File: config.mk
export PLATFORM = sky130hd
export DESIGN_NAME = ipv4_header_builder_core
export DESIGN_NICKNAME = d
export VERILOG_FILES = /design/src/rtl/iphb_pkg.sv /design/src/rtl/iphb_hdr_fmt.sv /design/src/rtl/ipv4_header_builder_core.sv
export SDC_FILE = /design/constraint.sdc
export NUM_CORES = 1
export LEC_CHECK = 0
export BUFFER_PORTS_ARGS = -buffer_cell sky130_fd_sc_hd__buf_2
export CORE_ASPECT_RATIO = 1.4
export CORE_MARGIN = 1
export CORE_UTILIZATION = 50
export DETAILED_ROUTE_END_ITERATION = 16
export HOLD_SLACK_MARGIN = 0.03
export PLACE_DENSITY = 0.77
export SLEW_MARGIN = 10
export SYNTH_ARGS = -nofsm -noshare
export SYNTH_HDL_FRONTEND = slang
export SYNTH_SLANG_ARGS = --single-unit
File: constraint.sdc
create_clock -name clk_i -period 24.3 [get_ports clk_i]
set_input_delay 3.645 -clock clk_i [delete_from_list [all_inputs] [get_ports clk_i]]
set_output_delay 3.645 -clock clk_i [all_outputs]
set_load 0.01 [all_outputs]
File: src/rtl/iphb_pkg.sv
package iphb_pkg;

  // header geometry
  localparam int unsigned HdrBytes = 20;
  localparam int unsigned HdrBits  = HdrBytes * 8;
  localparam int unsigned IdxW     = 5;

  localparam logic [IdxW-1:0] IdxFirst = IdxW'(0);
  localparam logic [IdxW-1:0] IdxLast  = IdxW'(HdrBytes - 1);

  // fixed header fields
  localparam logic [7:0]  VerIhl    = 8'h45;
  localparam logic [7:0]  Tos       = 8'h00;
  localparam logic [15:0] FlagsFrag = 16'h4000;
  localparam logic [7:0]  Ttl       = 8'h40;

  typedef logic [HdrBits-1:0] hdr_t;

endpackage

File: src/rtl/iphb_hdr_fmt.sv
module iphb_hdr_fmt (
  input  logic [15:0]     total_length_i,
  input  logic [31:0]     source_address_i,
  input  logic [31:0]     destination_address_i,
  input  logic [7:0]      protocol_number_i,
  input  logic [15:0]     ident_i,
  output iphb_pkg::hdr_t  hdr_o
);
  import iphb_pkg::*;

  logic [15:0] w_ver_tos;
  logic [15:0] w_ttl_proto;
  logic [19:0] acc;
  logic [16:0] fold1;
  logic [15:0] fold2;
  logic [15:0] csum;

  // ones'-complement sum of the nine nonzero header words
  assign w_ver_tos   = {VerIhl, Tos};
  assign w_ttl_proto = {Ttl, protocol_number_i};

  assign acc = 20'(w_ver_tos) + 20'(total_length_i) + 20'(ident_i) + 20'(FlagsFrag)
             + 20'(w_ttl_proto)
             + 20'(source_address_i[31:16]) + 20'(source_address_i[15:0])
             + 20'(destination_address_i[31:16]) + 20'(destination_address_i[15:0]);

  // end-around carry, twice covers every case
  assign fold1 = 17'(acc[15:0]) + 17'(acc[19:16]);
  assign fold2 = fold1[15:0] + 16'(fold1[16]);
  assign csum  = ~fold2;

  // header in transmission order, byte 0 in the top bits
  assign hdr_o = {w_ver_tos, total_length_i, ident_i, FlagsFrag, w_ttl_proto, csum,
                  source_address_i, destination_address_i};

endmodule

File: src/rtl/ipv4_header_builder_core.sv
// IPv4 header builder.
// Input channel: one request word per header (total length, source and
// destination address, protocol number) on in_valid_i / in_stall_o.
// Output channel: the 20 header bytes in network order on out_valid_o /
// out_stall_i, each word carrying the byte, its index 0..19 and a last flag.
// Identification starts at 1 after reset and advances by one per request,
// wrapping modulo 65536. Checksum is the standard Internet header checksum.
// A request goes through the request register into the header shift register
// before its first byte is shown. Throughput: one byte per cycle while
// out_stall_i is low; the byte serializer is the limit. The request register
// takes the next request while the current header is still going out, and
// the next header follows its predecessor's last byte with no gap.
// Reset clears the identification counter and all valid flags; no word is
// shown until a request arrives. A stall on the output holds the current
// byte; once the request register is also full, in_stall_o is raised.
module ipv4_header_builder_core (
  input  logic        clk_i,
  input  logic        rst_ni,
  input  logic        in_valid_i,
  output logic        in_stall_o,
  input  logic [15:0] total_length_i,
  input  logic [31:0] source_address_i,
  input  logic [31:0] destination_address_i,
  input  logic [7:0]  protocol_number_i,
  output logic        out_valid_o,
  input  logic        out_stall_i,
  output logic [7:0]  header_byte_o,
  output logic [4:0]  byte_index_o,
  output logic        last_byte_o
);
  import iphb_pkg::*;

  logic        in_acc;
  logic        out_acc;
  logic        load;
  logic [15:0] ident_q, ident_d;
  logic        req_valid_q;
  logic [15:0] req_len_q;
  logic [31:0] req_src_q;
  logic [31:0] req_dst_q;
  logic [7:0]  req_proto_q;
  logic [15:0] req_ident_q;
  hdr_t        hdr_fmt;
  hdr_t        hdr_q;
  logic        out_valid_q;
  logic [IdxW-1:0] idx_q;

  // handshakes
  assign out_acc    = out_valid_q && !out_stall_i;
  assign load       = req_valid_q && (!out_valid_q || (out_acc && idx_q == IdxLast));
  assign in_stall_o = req_valid_q && !load;
  assign in_acc     = in_valid_i && !in_stall_o;
  assign ident_d    = ident_q + 16'd1;

  // identification counter and request valid
  always_ff @(posedge clk_i or negedge rst_ni) begin
    if (!rst_ni) begin
      ident_q     <= '0;
      req_valid_q <= 1'b0;
    end else begin
      if (in_acc) begin
        ident_q <= ident_d;
      end
      if (in_acc) begin
        req_valid_q <= 1'b1;
      end else if (load) begin
        req_valid_q <= 1'b0;
      end
    end
  end

  // request register
  always_ff @(posedge clk_i) begin
    if (in_acc) begin
      req_len_q   <= total_length_i;
      req_src_q   <= source_address_i;
      req_dst_q   <= destination_address_i;
      req_proto_q <= protocol_number_i;
      req_ident_q <= ident_d;
    end
  end

  // header formatting and checksum
  iphb_hdr_fmt u_fmt (
    .total_length_i        (req_len_q),
    .source_address_i      (req_src_q),
    .destination_address_i (req_dst_q),
    .protocol_number_i     (req_proto_q),
    .ident_i               (req_ident_q),
    .hdr_o                 (hdr_fmt)
  );

  // serializer control
  always_ff @(posedge clk_i or negedge rst_ni) begin
    if (!rst_ni) begin
      out_valid_q <= 1'b0;
      idx_q       <= IdxFirst;
    end else if (load) begin
      out_valid_q <= 1'b1;
      idx_q       <= IdxFirst;
    end else if (out_acc) begin
      if (idx_q == IdxLast) begin
        out_valid_q <= 1'b0;
      end
      idx_q <= idx_q + IdxW'(1);
    end
  end

  // header shift register, current byte in the top bits
  always_ff @(posedge clk_i) begin
    if (load) begin
      hdr_q <= hdr_fmt;
    end else if (out_acc) begin
      hdr_q <= {hdr_q[HdrBits-9:0], 8'h00};
    end
  end

  assign out_valid_o   = out_valid_q;
  assign header_byte_o = hdr_q[HdrBits-1 -: 8];
  assign byte_index_o  = idx_q;
  assign last_byte_o   = (idx_q == IdxLast);

endmodule

# == After elaboration in Yosys (flattened, before gate mapping) ==
# Cells that the tools add are included.
# totals
ram_bits,0
rom_bits,0
output_inout_bits,16
n_memories,0
in_bits,92
latch_bits,0
elab_cells,48
regBits,287
# op_classes
n_shift,0
magnitude_cmp,0
n_eq_ne,1
n_bitwise,1
mul,0
n_mux,9
addsub,12
reduce_logical,14
n_div,0
# op_table
operator,count
2-to-1 mux 144 bit,2
adder 20 x 16 -> 20 bit,5
adder 20 x 15 -> 20 bit,1
adder 20 x 15 -> 20 bit (second input constant),1
adder 15 x 16 -> 17 bit (first input constant),1
adder 16 x 4 -> 17 bit,1
adder 16 x 1 -> 16 bit,1
adder 16 x 1 -> 16 bit (second input constant),1
inverter 16 bit,1
2-to-1 mux 5 bit,2
nonzero test 2 bit,3
adder 5 x 1 -> 5 bit (second input constant),1
equality test 5 bit (second input constant),1
logical AND 1 bit,5
2-to-1 mux 1 bit,5
logical NOT 1 bit,4
AND reduction 2 bit,1
logical OR 1 bit,1

# == Longest topological paths before layout ==
# Gate-level depths: netlist of run 1.
# logic_depth
depth_word,12
depth_mapped,35
ltp_nobuf,35

# == Hierarchy ==
# Synthesis of run 1 repeated with hierarchy kept, for this count alone.
# unflattened
hier_cells,1173
hier_area_um2,16354.4
# modules_own_cells
module,cells_each,seq_area_each_um2,n_inst,area_each_um2
ipv4_header_builder_core,575,8503.2,1,11436.0
iphb_hdr_fmt,598,0.0,1,4918.5

# == Worst setup path before layout of run 1 ==
# Ideal clock, no wire load.
# synth_path
kind,in2reg
startpoint,in out_stall_i
endpoint,reg ident_q[10]
cell_stages,7
t_arrival_ns,7.771
slack_ns,16.397
path_buffers,2
required_time_ns,24.169
setup_time_ns,0.131
cell_sequence,nand2b_1 nand3_1 and2_1 clkbuf_1 clkbuf_1 nand2_1 xnor2_1
# synth_via
elab_chain_len,9
# synth_rtl
item,line_no,text
from (decl),ipv4_header_builder_core.sv:26,"input logic out_stall_i,"
logical NOT 1 bit,ipv4_header_builder_core.sv:49,assign out_acc = out_valid_q && !out_stall_i;
logical AND 1 bit,ipv4_header_builder_core.sv:49,
logical AND 1 bit,ipv4_header_builder_core.sv:50,assign load = req_valid_q && (!out_valid_q || (out_acc && idx_q == IdxLast));
logical OR 1 bit,ipv4_header_builder_core.sv:50,
logical AND 1 bit,ipv4_header_builder_core.sv:50,
logical NOT 1 bit,ipv4_header_builder_core.sv:51,assign in_stall_o = req_valid_q && !load;
logical AND 1 bit,ipv4_header_builder_core.sv:51,
logical NOT 1 bit,ipv4_header_builder_core.sv:52,assign in_acc = in_valid_i && !in_stall_o;
logical AND 1 bit,ipv4_header_builder_core.sv:52,
named net in_acc,ipv4_header_builder_core.sv:33,logic in_acc;
to (signal assigned),ipv4_header_builder_core.sv:62,ident_q <= ident_d;
to (decl),ipv4_header_builder_core.sv:36,"logic [15:0] ident_q, ident_d;"
# The timed path passes the listed nets, and every way through them passes these cells.
# A chain may end at the register's enable or synchronous reset.

# == Worst setup path after layout of run 1 ==
# layout_path
startpoint,reg req_src_q[2]
endpoint,reg hdr_q[72] (data pin)
# layout_via
elab_chain_len,7
# layout_rtl
item,line_no,text
from (decl),ipv4_header_builder_core.sv:39,logic [31:0] req_src_q;
from (signal assigned),ipv4_header_builder_core.sv:76,req_src_q <= source_address_i;
adder 20 x 16 -> 20 bit,iphb_hdr_fmt.sv:24,+ 20'(source_address_i[31:16]) + 20'(source_address_i[15:0])
adder 20 x 16 -> 20 bit (2 in a row),iphb_hdr_fmt.sv:25,+ 20'(destination_address_i[31:16]) + 20'(destination_address_i[15:0]);
adder 16 x 4 -> 17 bit,iphb_hdr_fmt.sv:28,assign fold1 = 17'(acc[15:0]) + 17'(acc[19:16]);
adder 16 x 1 -> 16 bit,iphb_hdr_fmt.sv:29,assign fold2 = fold1[15:0] + 16'(fold1[16]);
inverter 16 bit,iphb_hdr_fmt.sv:30,assign csum = ~fold2;
2-to-1 mux 144 bit,ipv4_header_builder_core.sv:111,if (load) begin
to (signal assigned),ipv4_header_builder_core.sv:112,hdr_q <= hdr_fmt;
to (signal assigned),ipv4_header_builder_core.sv:114,"hdr_q <= {hdr_q[HdrBits-9:0], 8'h00};"
to (decl),ipv4_header_builder_core.sv:44,hdr_t hdr_q;
# No other way between the ends.

==> results of run 1 <==
[how the worst max path moves through the flow]
stage	start	end	slack, ps	cells after the start
4_1_cts	req_src_q[2]	hdr_q[74]	15810	34
6_report	req_src_q[2]	hdr_q[72]	15750	34
3_3_place_gp	req_src_q[2]	hdr_q[72]	15970	34
2_1_floorplan	out_stall_i	ident_q[10]	16400	7
5_1_grt	req_src_q[2]	hdr_q[72]	14990	34
3_5_place_dp	req_src_q[2]	hdr_q[74]	15870	34
[cell usage after synthesis (all sizes together), types with 2 or more instances]
| cell type | count | share of area (%) |
|---|---|---|
| nand2 | 239 | 6.2 |
| edfxtp | 224 | 47 |
| nand3 | 132 | 4.7 |
| inv | 128 | 3.3 |
| fa | 71 | 9.9 |
| o21ai | 62 | 2.2 |
| a21oi | 57 | 2.0 |
| xnor2 | 46 | 2.9 |
| dfxtp | 40 | 5.6 |
| ha | 40 | 3.5 |
| clkbuf | 39 | 1.0 |
| xor2 | 30 | 2.0 |
| buf | 25 | 0.89 |
| dfrtp | 23 | 4.0 |
| nor2 | 21 | 0.55 |
| and3 | 14 | 0.61 |
| nand2b | 7 | 0.30 |
| a21o | 6 | 0.31 |
| nand4 | 5 | 0.22 |
| and2 | 4 | 0.17 |
| nor2b | 4 | 0.17 |
| nor3 | 4 | 0.14 |
| o211ai | 4 | 0.21 |
| o21bai | 4 | 0.21 |
| o31ai | 4 | 0.28 |
| a21boi | 3 | 0.16 |
| and4 | 3 | 0.19 |
| o2111ai | 3 | 0.18 |
| a211oi | 2 | 0.10 |
| and4bb | 2 | 0.17 |
| nor4 | 2 | 0.087 |
| nor4bb | 2 | 0.14 |
| o21a | 2 | 0.10 |
| o31a | 2 | 0.12 |
[logic make-up (layout without fill, tap and decap cells)]
kind of cell	count (synthesis)	in the layout	share of synthesized area, %
adder cells (fa/ha/maj)	111	111	13.3
AND/OR/NAND/NOR	444	444	13.9
AO/OA/AOI/OAI	155	155	6.28
multiplexers	1	1	0.0782
flip-flops	287	287	56.3
buffers and inverters	192	295	5.24
XOR/XNOR	76	76	4.83
[final cells by class]
| class | instances | area, um^2 | area share [%] |
|---|---|---|---|
| clock buffer | 41 | 781 | 4.84 |
| clock inverter | 11 | 145 | 0.899 |
| inverter | 128 | 480 | 2.98 |
| multi-input combinational | 787 | 5570 | 34.5 |
| sequential | 287 | 8100 | 50.2 |
| tap | 375 | 469 | 2.91 |
| timing repair buffer | 115 | 596 | 3.69 |
[worst reg2reg max path, delay by kind of cell (launching register included)]
| kind | cells | cell delay [ps] |
|---|---|---|
| xor gates and xnor gates | 2 | 350 |
| buffers and inverters | 6 | 420 |
| AOI/OAI and AO/OA | 11 | 2380 |
| adders and majority gates | 8 | 3450 |
| DFF | 1 | 330 |
| and+or+nand+nor | 7 | 1330 |
[stage by stage]
stage | cells | hold WS, ps | setup WS (ps) | total power, W
floorplan | 1266 | 432 | 16400 | 0.00102
global placement | 1692 | 437 | 15970 | 0.00117
detailed placement | 1692 | 444 | 15870 | 0.00117
CTS | 1744 | 453 | 15810 | 0.00161
global route | 1744 | 471 | 14990 | 0.00169
finish | 1744 | 452 | 15750 | 0.00161
[layer usage]
layer / vias to the layer above / global-route usage [%] / part of all wire [%]
met2: 338 / 42.0 / 51
met5: - / 0 / 0
li1: 4437 / - / -
met3: 82 / 2.74 / 4.7
met4: 0 / 12.9 / 5.4
met1: 4584 / 28.7 / 39
[cells in the final DEF (no fill, tap or decap), drive strengths merged, types with 2 or more instances in the layout]
| cell | n |
|---|---|
| dfrtp | 23 |
| ha | 40 |
| nor3 | 4 |
| nor4bb | 2 |
| nand4 | 5 |
| nand3 | 132 |
| o2111ai | 3 |
| nor4 | 2 |
| a211oi | 2 |
| edfxtp | 224 |
| clkbuf | 41 |
| o211ai | 4 |
| a21oi | 57 |
| nand2 | 239 |
| bufinv | 2 |
| xor2 | 30 |
| a21boi | 3 |
| clkinv | 5 |
| fa | 71 |
| o21bai | 4 |
| buf | 115 |
| and4bb | 2 |
| inv | 130 |
| and2 | 4 |
| clkinvlp | 2 |
| and3 | 14 |
| nor2 | 21 |
| and4 | 3 |
| o31a | 2 |
| nor2b | 4 |
| o31ai | 4 |
| xnor2 | 46 |
| o21ai | 62 |
| nand2b | 7 |
| dfxtp | 40 |
| o21a | 2 |
| a21o | 6 |
[power breakdown]
group	leakage, nW	switching [W]	internal [W]
logic	3.61	0.000352	0.000213
clock network	0.440	0.000190	0.000247
registers	2.80	0.0000225	0.000581
total	6.84	0.000565	0.00104
[flip-flops by register name, indices dropped and copies added (netlist names), 5 cells and up]
register and cells:
hdr_q 160, req_dst_q 32, req_src_q 32, ident_q 16, req_ident_q 16, req_len_q 16
req_proto_q 8, byte_index_o 5
==> impl_metrics.json, run 1 <==
{
  "outcome": "complete, no violations",
  "powerDensity_nw_per_um2": 99.5,
  "die_x_um": 145,
  "die_area_um2": 29500,
  "design_area_um2": 16100,
  "grt_pass1_wl_mm": 53.3,
  "final_util_pct": 57.0,
  "n_fill_cell": 2375,
  "placed_area_um2": 15200,
  "synth-edff-count": 224,
  "rsz0062_at_grt": "false",
  "first_pass_iters": 5,
  "cp.buffers_inverters": 6,
  "drt_iter0_drc": 685,
  "reg2regPathDepth": 34,
  "std_cell_rows": 73,
  "critPathKind": "reg2reg",
  "antenna_found_initial": 0,
  "max_cap_viol_count": 0,
  "nNetsFinal": 1550,
  "r2r_start": "req_src_q[2]",
  "syn_area_um2": 14400,
  "vias": 9441,
  "cts-htree-levels": 1,
  "hp-class": "reg2reg",
  "clk_pin_slew_ps": 70,
  "via_per_inst": 5.41,
  "timing.rr.end": "hdr_q[72]",
  "synth_cells": 1266,
  "setup_tns_ps": 0,
  "min-delay-start": "hdr_q[148]",
  "synth-seq-area-share_pct": 56.3,
  "cts_resized": 0,
  "cts_tree": "built",
  "ys_async_sr_fraction_pct": 8.01,
  "die_y_um": 203,
  "clkLatencyLatePin_ps": 580,
  "gp_congestion": 0.937,
  "fmax_mhz": 117,
  "cts.sinks": 287,
  "start_util_pct": 50.8,
  "crit_fanout": 10,
  "finClkSkew_ps": 25.5,
  "track_usage_pct": 23.8,
  "root_buffer": "clkbuf_16",
  "numPortBuffers": 107,
  "ys_ff_latch": 287,
  "core-area_um2": 28300,
  "slew_headroom_pct": 18.2,
  "ant_nets": 0,
  "wire_per_inst_um": 19.6,
  "synth-warning-count": 0,
  "cts_buffers": 28,
  "min_to": "hdr_q[156]",
  "ys_types": 55,
  "crit_family": "adder cells",
  "first_global_vias": 9766,
  "clock_path_buffers": 3,
  "report.final.hold_viol_count": 0,
  "ff2ff_setup_slack_ps": 15750,
  "tightestPinTransition_ps": 1230,
  "arrival_ps": 8840,
  "route.detailed.drc": 0,
  "hold_depth": 2,
  "syn2layout_area_growth_pct": 12.1,
  "diodes": 0,
  "min_period_ps": 8550,
  "power_leakage_nw": 6.84,
  "drive_gt1_share_pct": 12.9,
  "ctsHoldBuffers": 0,
  "drv_slew": 0,
  "cp.required_ps": 24590,
  "io_pins": 108,
  "synth.avg_cell_area_um2": 11.4,
  "synth_ff_type": "edfxtp_1",
  "cp-start-kind": "register",
  "cts_setup_buffers": 0,
  "end_kind": "register",
  "synth.net_count": 1469,
  "overflow": 0,
  "critical_path.max_stage_delay_ps": 540,
  "finalCritPeriodShare_pct": 35.2,
  "grt_max_degree": 90,
  "report.final.setup_viol": 0,
  "slowest_stage": "fa_1",
  "totalWireLength_mm": 34.3,
  "dpl.hpwl_mm": 24.8,
  "irDropWorstVdd_mv": 0.0674
}
Power figures use the tool's default switching activity.
==> run 2: changes to the inputs <==
PLACE_DENSITY = 0.8   (was 0.77)
clock period = 7.7 ns   (was 24.3 ns; I/O delays follow)
==> impl_metrics.json, run 2 (synthesized netlist as in run 1, its figures left out) <==
{
  "outcome": "complete, no violations",
  "clk_pin_slew_ps": 70,
  "cts_buffers": 28,
  "clkLatencyLatePin_ps": 580,
  "grt_use_met1_pct": 27.5,
  "hold_depth": 2,
  "cts_tree": "built",
  "clock_path_buffers": 3,
  "hold_ws_ps": 452,
  "drive_gt1_share_pct": 17.9,
  "gp_congestion": 0.962,
  "hp-class": "reg2reg",
  "core-area_um2": 28300,
  "slowest_stage": "fa_1",
  "totalWireLength_mm": 33.6,
  "root_buffer": "clkbuf_16",
  "track_usage_pct": 23.2,
  "slew_headroom_pct": 39.4,
  "std_cell_rows": 73,
  "use_met2_pct": 40.5,
  "drv_slew": 0,
  "die_area_um2": 29500,
  "tightestPinTransition_ps": 909,
  "die_x_um": 145,
  "die_y_um": 203,
  "overflow": 0,
  "max_cap_viol_count": 0,
  "powerDensity_nw_per_um2": 320,
  "report.final.hold_viol_count": 0,
  "diodes": 0,
  "critical_path_depth": 34,
  "finalCritPeriodShare_pct": 95.7,
  "cp.required_ps": 7970,
  "finClkSkew_ps": 31.1,
  "grt_pass1_wl_mm": 52.2,
  "layout_common_cells": "236 x nand2_1, 224 x edfxtp_1, 129 x nand3_1",
  "arrival_ps": 7640,
  "syn2layout_area_growth_pct": 14.7,
  "drt_iter0_drc": 718,
  "reg_top3": "hdr_q (160), req_dst_q (32), req_src_q (32)",
  "cp-start-kind": "register",
  "cts.sinks": 287,
  "grt_max_degree": 90,
  "largest_reg_flops": 160,
  "wire_per_inst_um": 19.0,
  "rsz0062_at_grt": "false",
  "final_common_cell": "nand2_1",
  "busiest_layer": "met2",
  "first_pass_iters": 6,
  "crit_family": "adder cells",
  "ant_nets": 0,
  "reg2regPathDepth": 34,
  "io_pins": 108,
  "antenna_found_initial": 0,
  "vias": 9621,
  "critPathKind": "reg2reg",
  "ctsHoldBuffers": 0,
  "report.final.setup_viol": 0,
  "use_met3_pct": 2.56,
  "numPortBuffers": 107,
  "cp.buffers_inverters": 5,
  "irDropWorstVdd_mv": 0.245,
  "nNetsFinal": 1576,
  "power_leakage_nw": 6.98,
  "fmax_mhz": 136,
  "min_period_ps": 7370,
  "dpl.hpwl_mm": 24.0,
  "first_global_vias": 9774,
  "crit_top_cell": "a21oi_2",
  "design_area_um2": 16500,
  "via_per_inst": 5.44,
  "cts-htree-levels": 1,
  "route.detailed.drc": 0,
  "placed_area_um2": 15400,
  "critical_path.max_stage_delay_ps": 550,
  "top_register": "hdr_q",
  "start_util_pct": 50.8,
  "end_kind": "register",
  "crit_fanout": 6
}
run 2: changes by cell type in the layout (fill, tap and decap cells not counted), moves of 7 or more:
cell | before | now
o21ai_0 | 58 | 51
clkbuf_1 | 11 | 4
ha_1 | 40 | 33
inv_1 | 128 | 117
inv_2 | 0 | 10
buf_4 | 8 | 34
a21oi_1 | 56 | 49
a21oi_2 | 1 | 8
run 2: area by class of cell:
class,instances,area (um^2)
Clock buffer,34,743
Clock inverter,17,161
Fill cell,2252,11800
Inverter,128,483
Multi-Input combinational cell,787,5760
Sequential cell,287,8100
Tap cell,375,469
Timing Repair Buffer,141,791
run 2: path summary, 6_finish.rpt:
check                             startpoint               to  slack (ps)
worst min register to register    hdr_q[147]       hdr_q[155]         450
max in group asynchronous             rst_ni  byte_index_o[0]        6670
min in group asynchronous             rst_ni       ident_q[9]         590
worst max register to register  req_len_q[8]        hdr_q[78]         330
worst min-delay path              hdr_q[147]       hdr_q[155]         450
worst max-delay path            req_len_q[8]        hdr_q[78]         330
run 2: stage by stage:
stage | std cells | setup TNS (ps) | setup WS, ps | utilization [%] | power [W]
detailed placement | 1712 | -377 | -108 | 54.3 | 0.00377
global route | 1769 | 0 | 34.9 | 58.3 | 0.00556
CTS | 1763 | 0 | 2.95 | 57.5 | 0.00514
finish | 1769 | 0 | 334 | 58.3 | 0.00528
floorplan | 1266 | 0 | 37.5 | - | 0.00322
global placement | 1712 | 0 | 5.54 | 54.3 | 0.00374
run 2: power breakdown:
| part | switching, W | internal [W] |
|---|---|---|
| registers | 0.0000738 | 0.00183 |
| clock network | 0.000593 | 0.000755 |
| logic | 0.00120 | 0.000820 |
| total | 0.00187 | 0.00341 |
run 2: timing repair:
item	in CTS	in global routing
endpoints found under the setup margin	9	14
pin swaps	1	33
setup buffers	0	6
resized for setup	5	56
endpoints found under the hold margin	0	0
run 2: metal layers:
metal  part of all wire, %  up-vias  wire length [um]
met5                     0        -                 0
met4                   6.0        0              2020
met3                   5.4       80              1810
met2                    51      360             17300
met1                    37     4686             12500
li1                      -     4495                 -
run 2: worst reg2reg max path, delay by kind of cell, from the launching register on:
family	cells	cell delay (ps)
AND/OR/NAND/NOR	9	1430
adder cells (fa/ha/maj)	8	2910
AO/OA/AOI/OAI	9	1380
XOR/XNOR	3	450
flip-flops	1	420
buffers and inverters	5	440
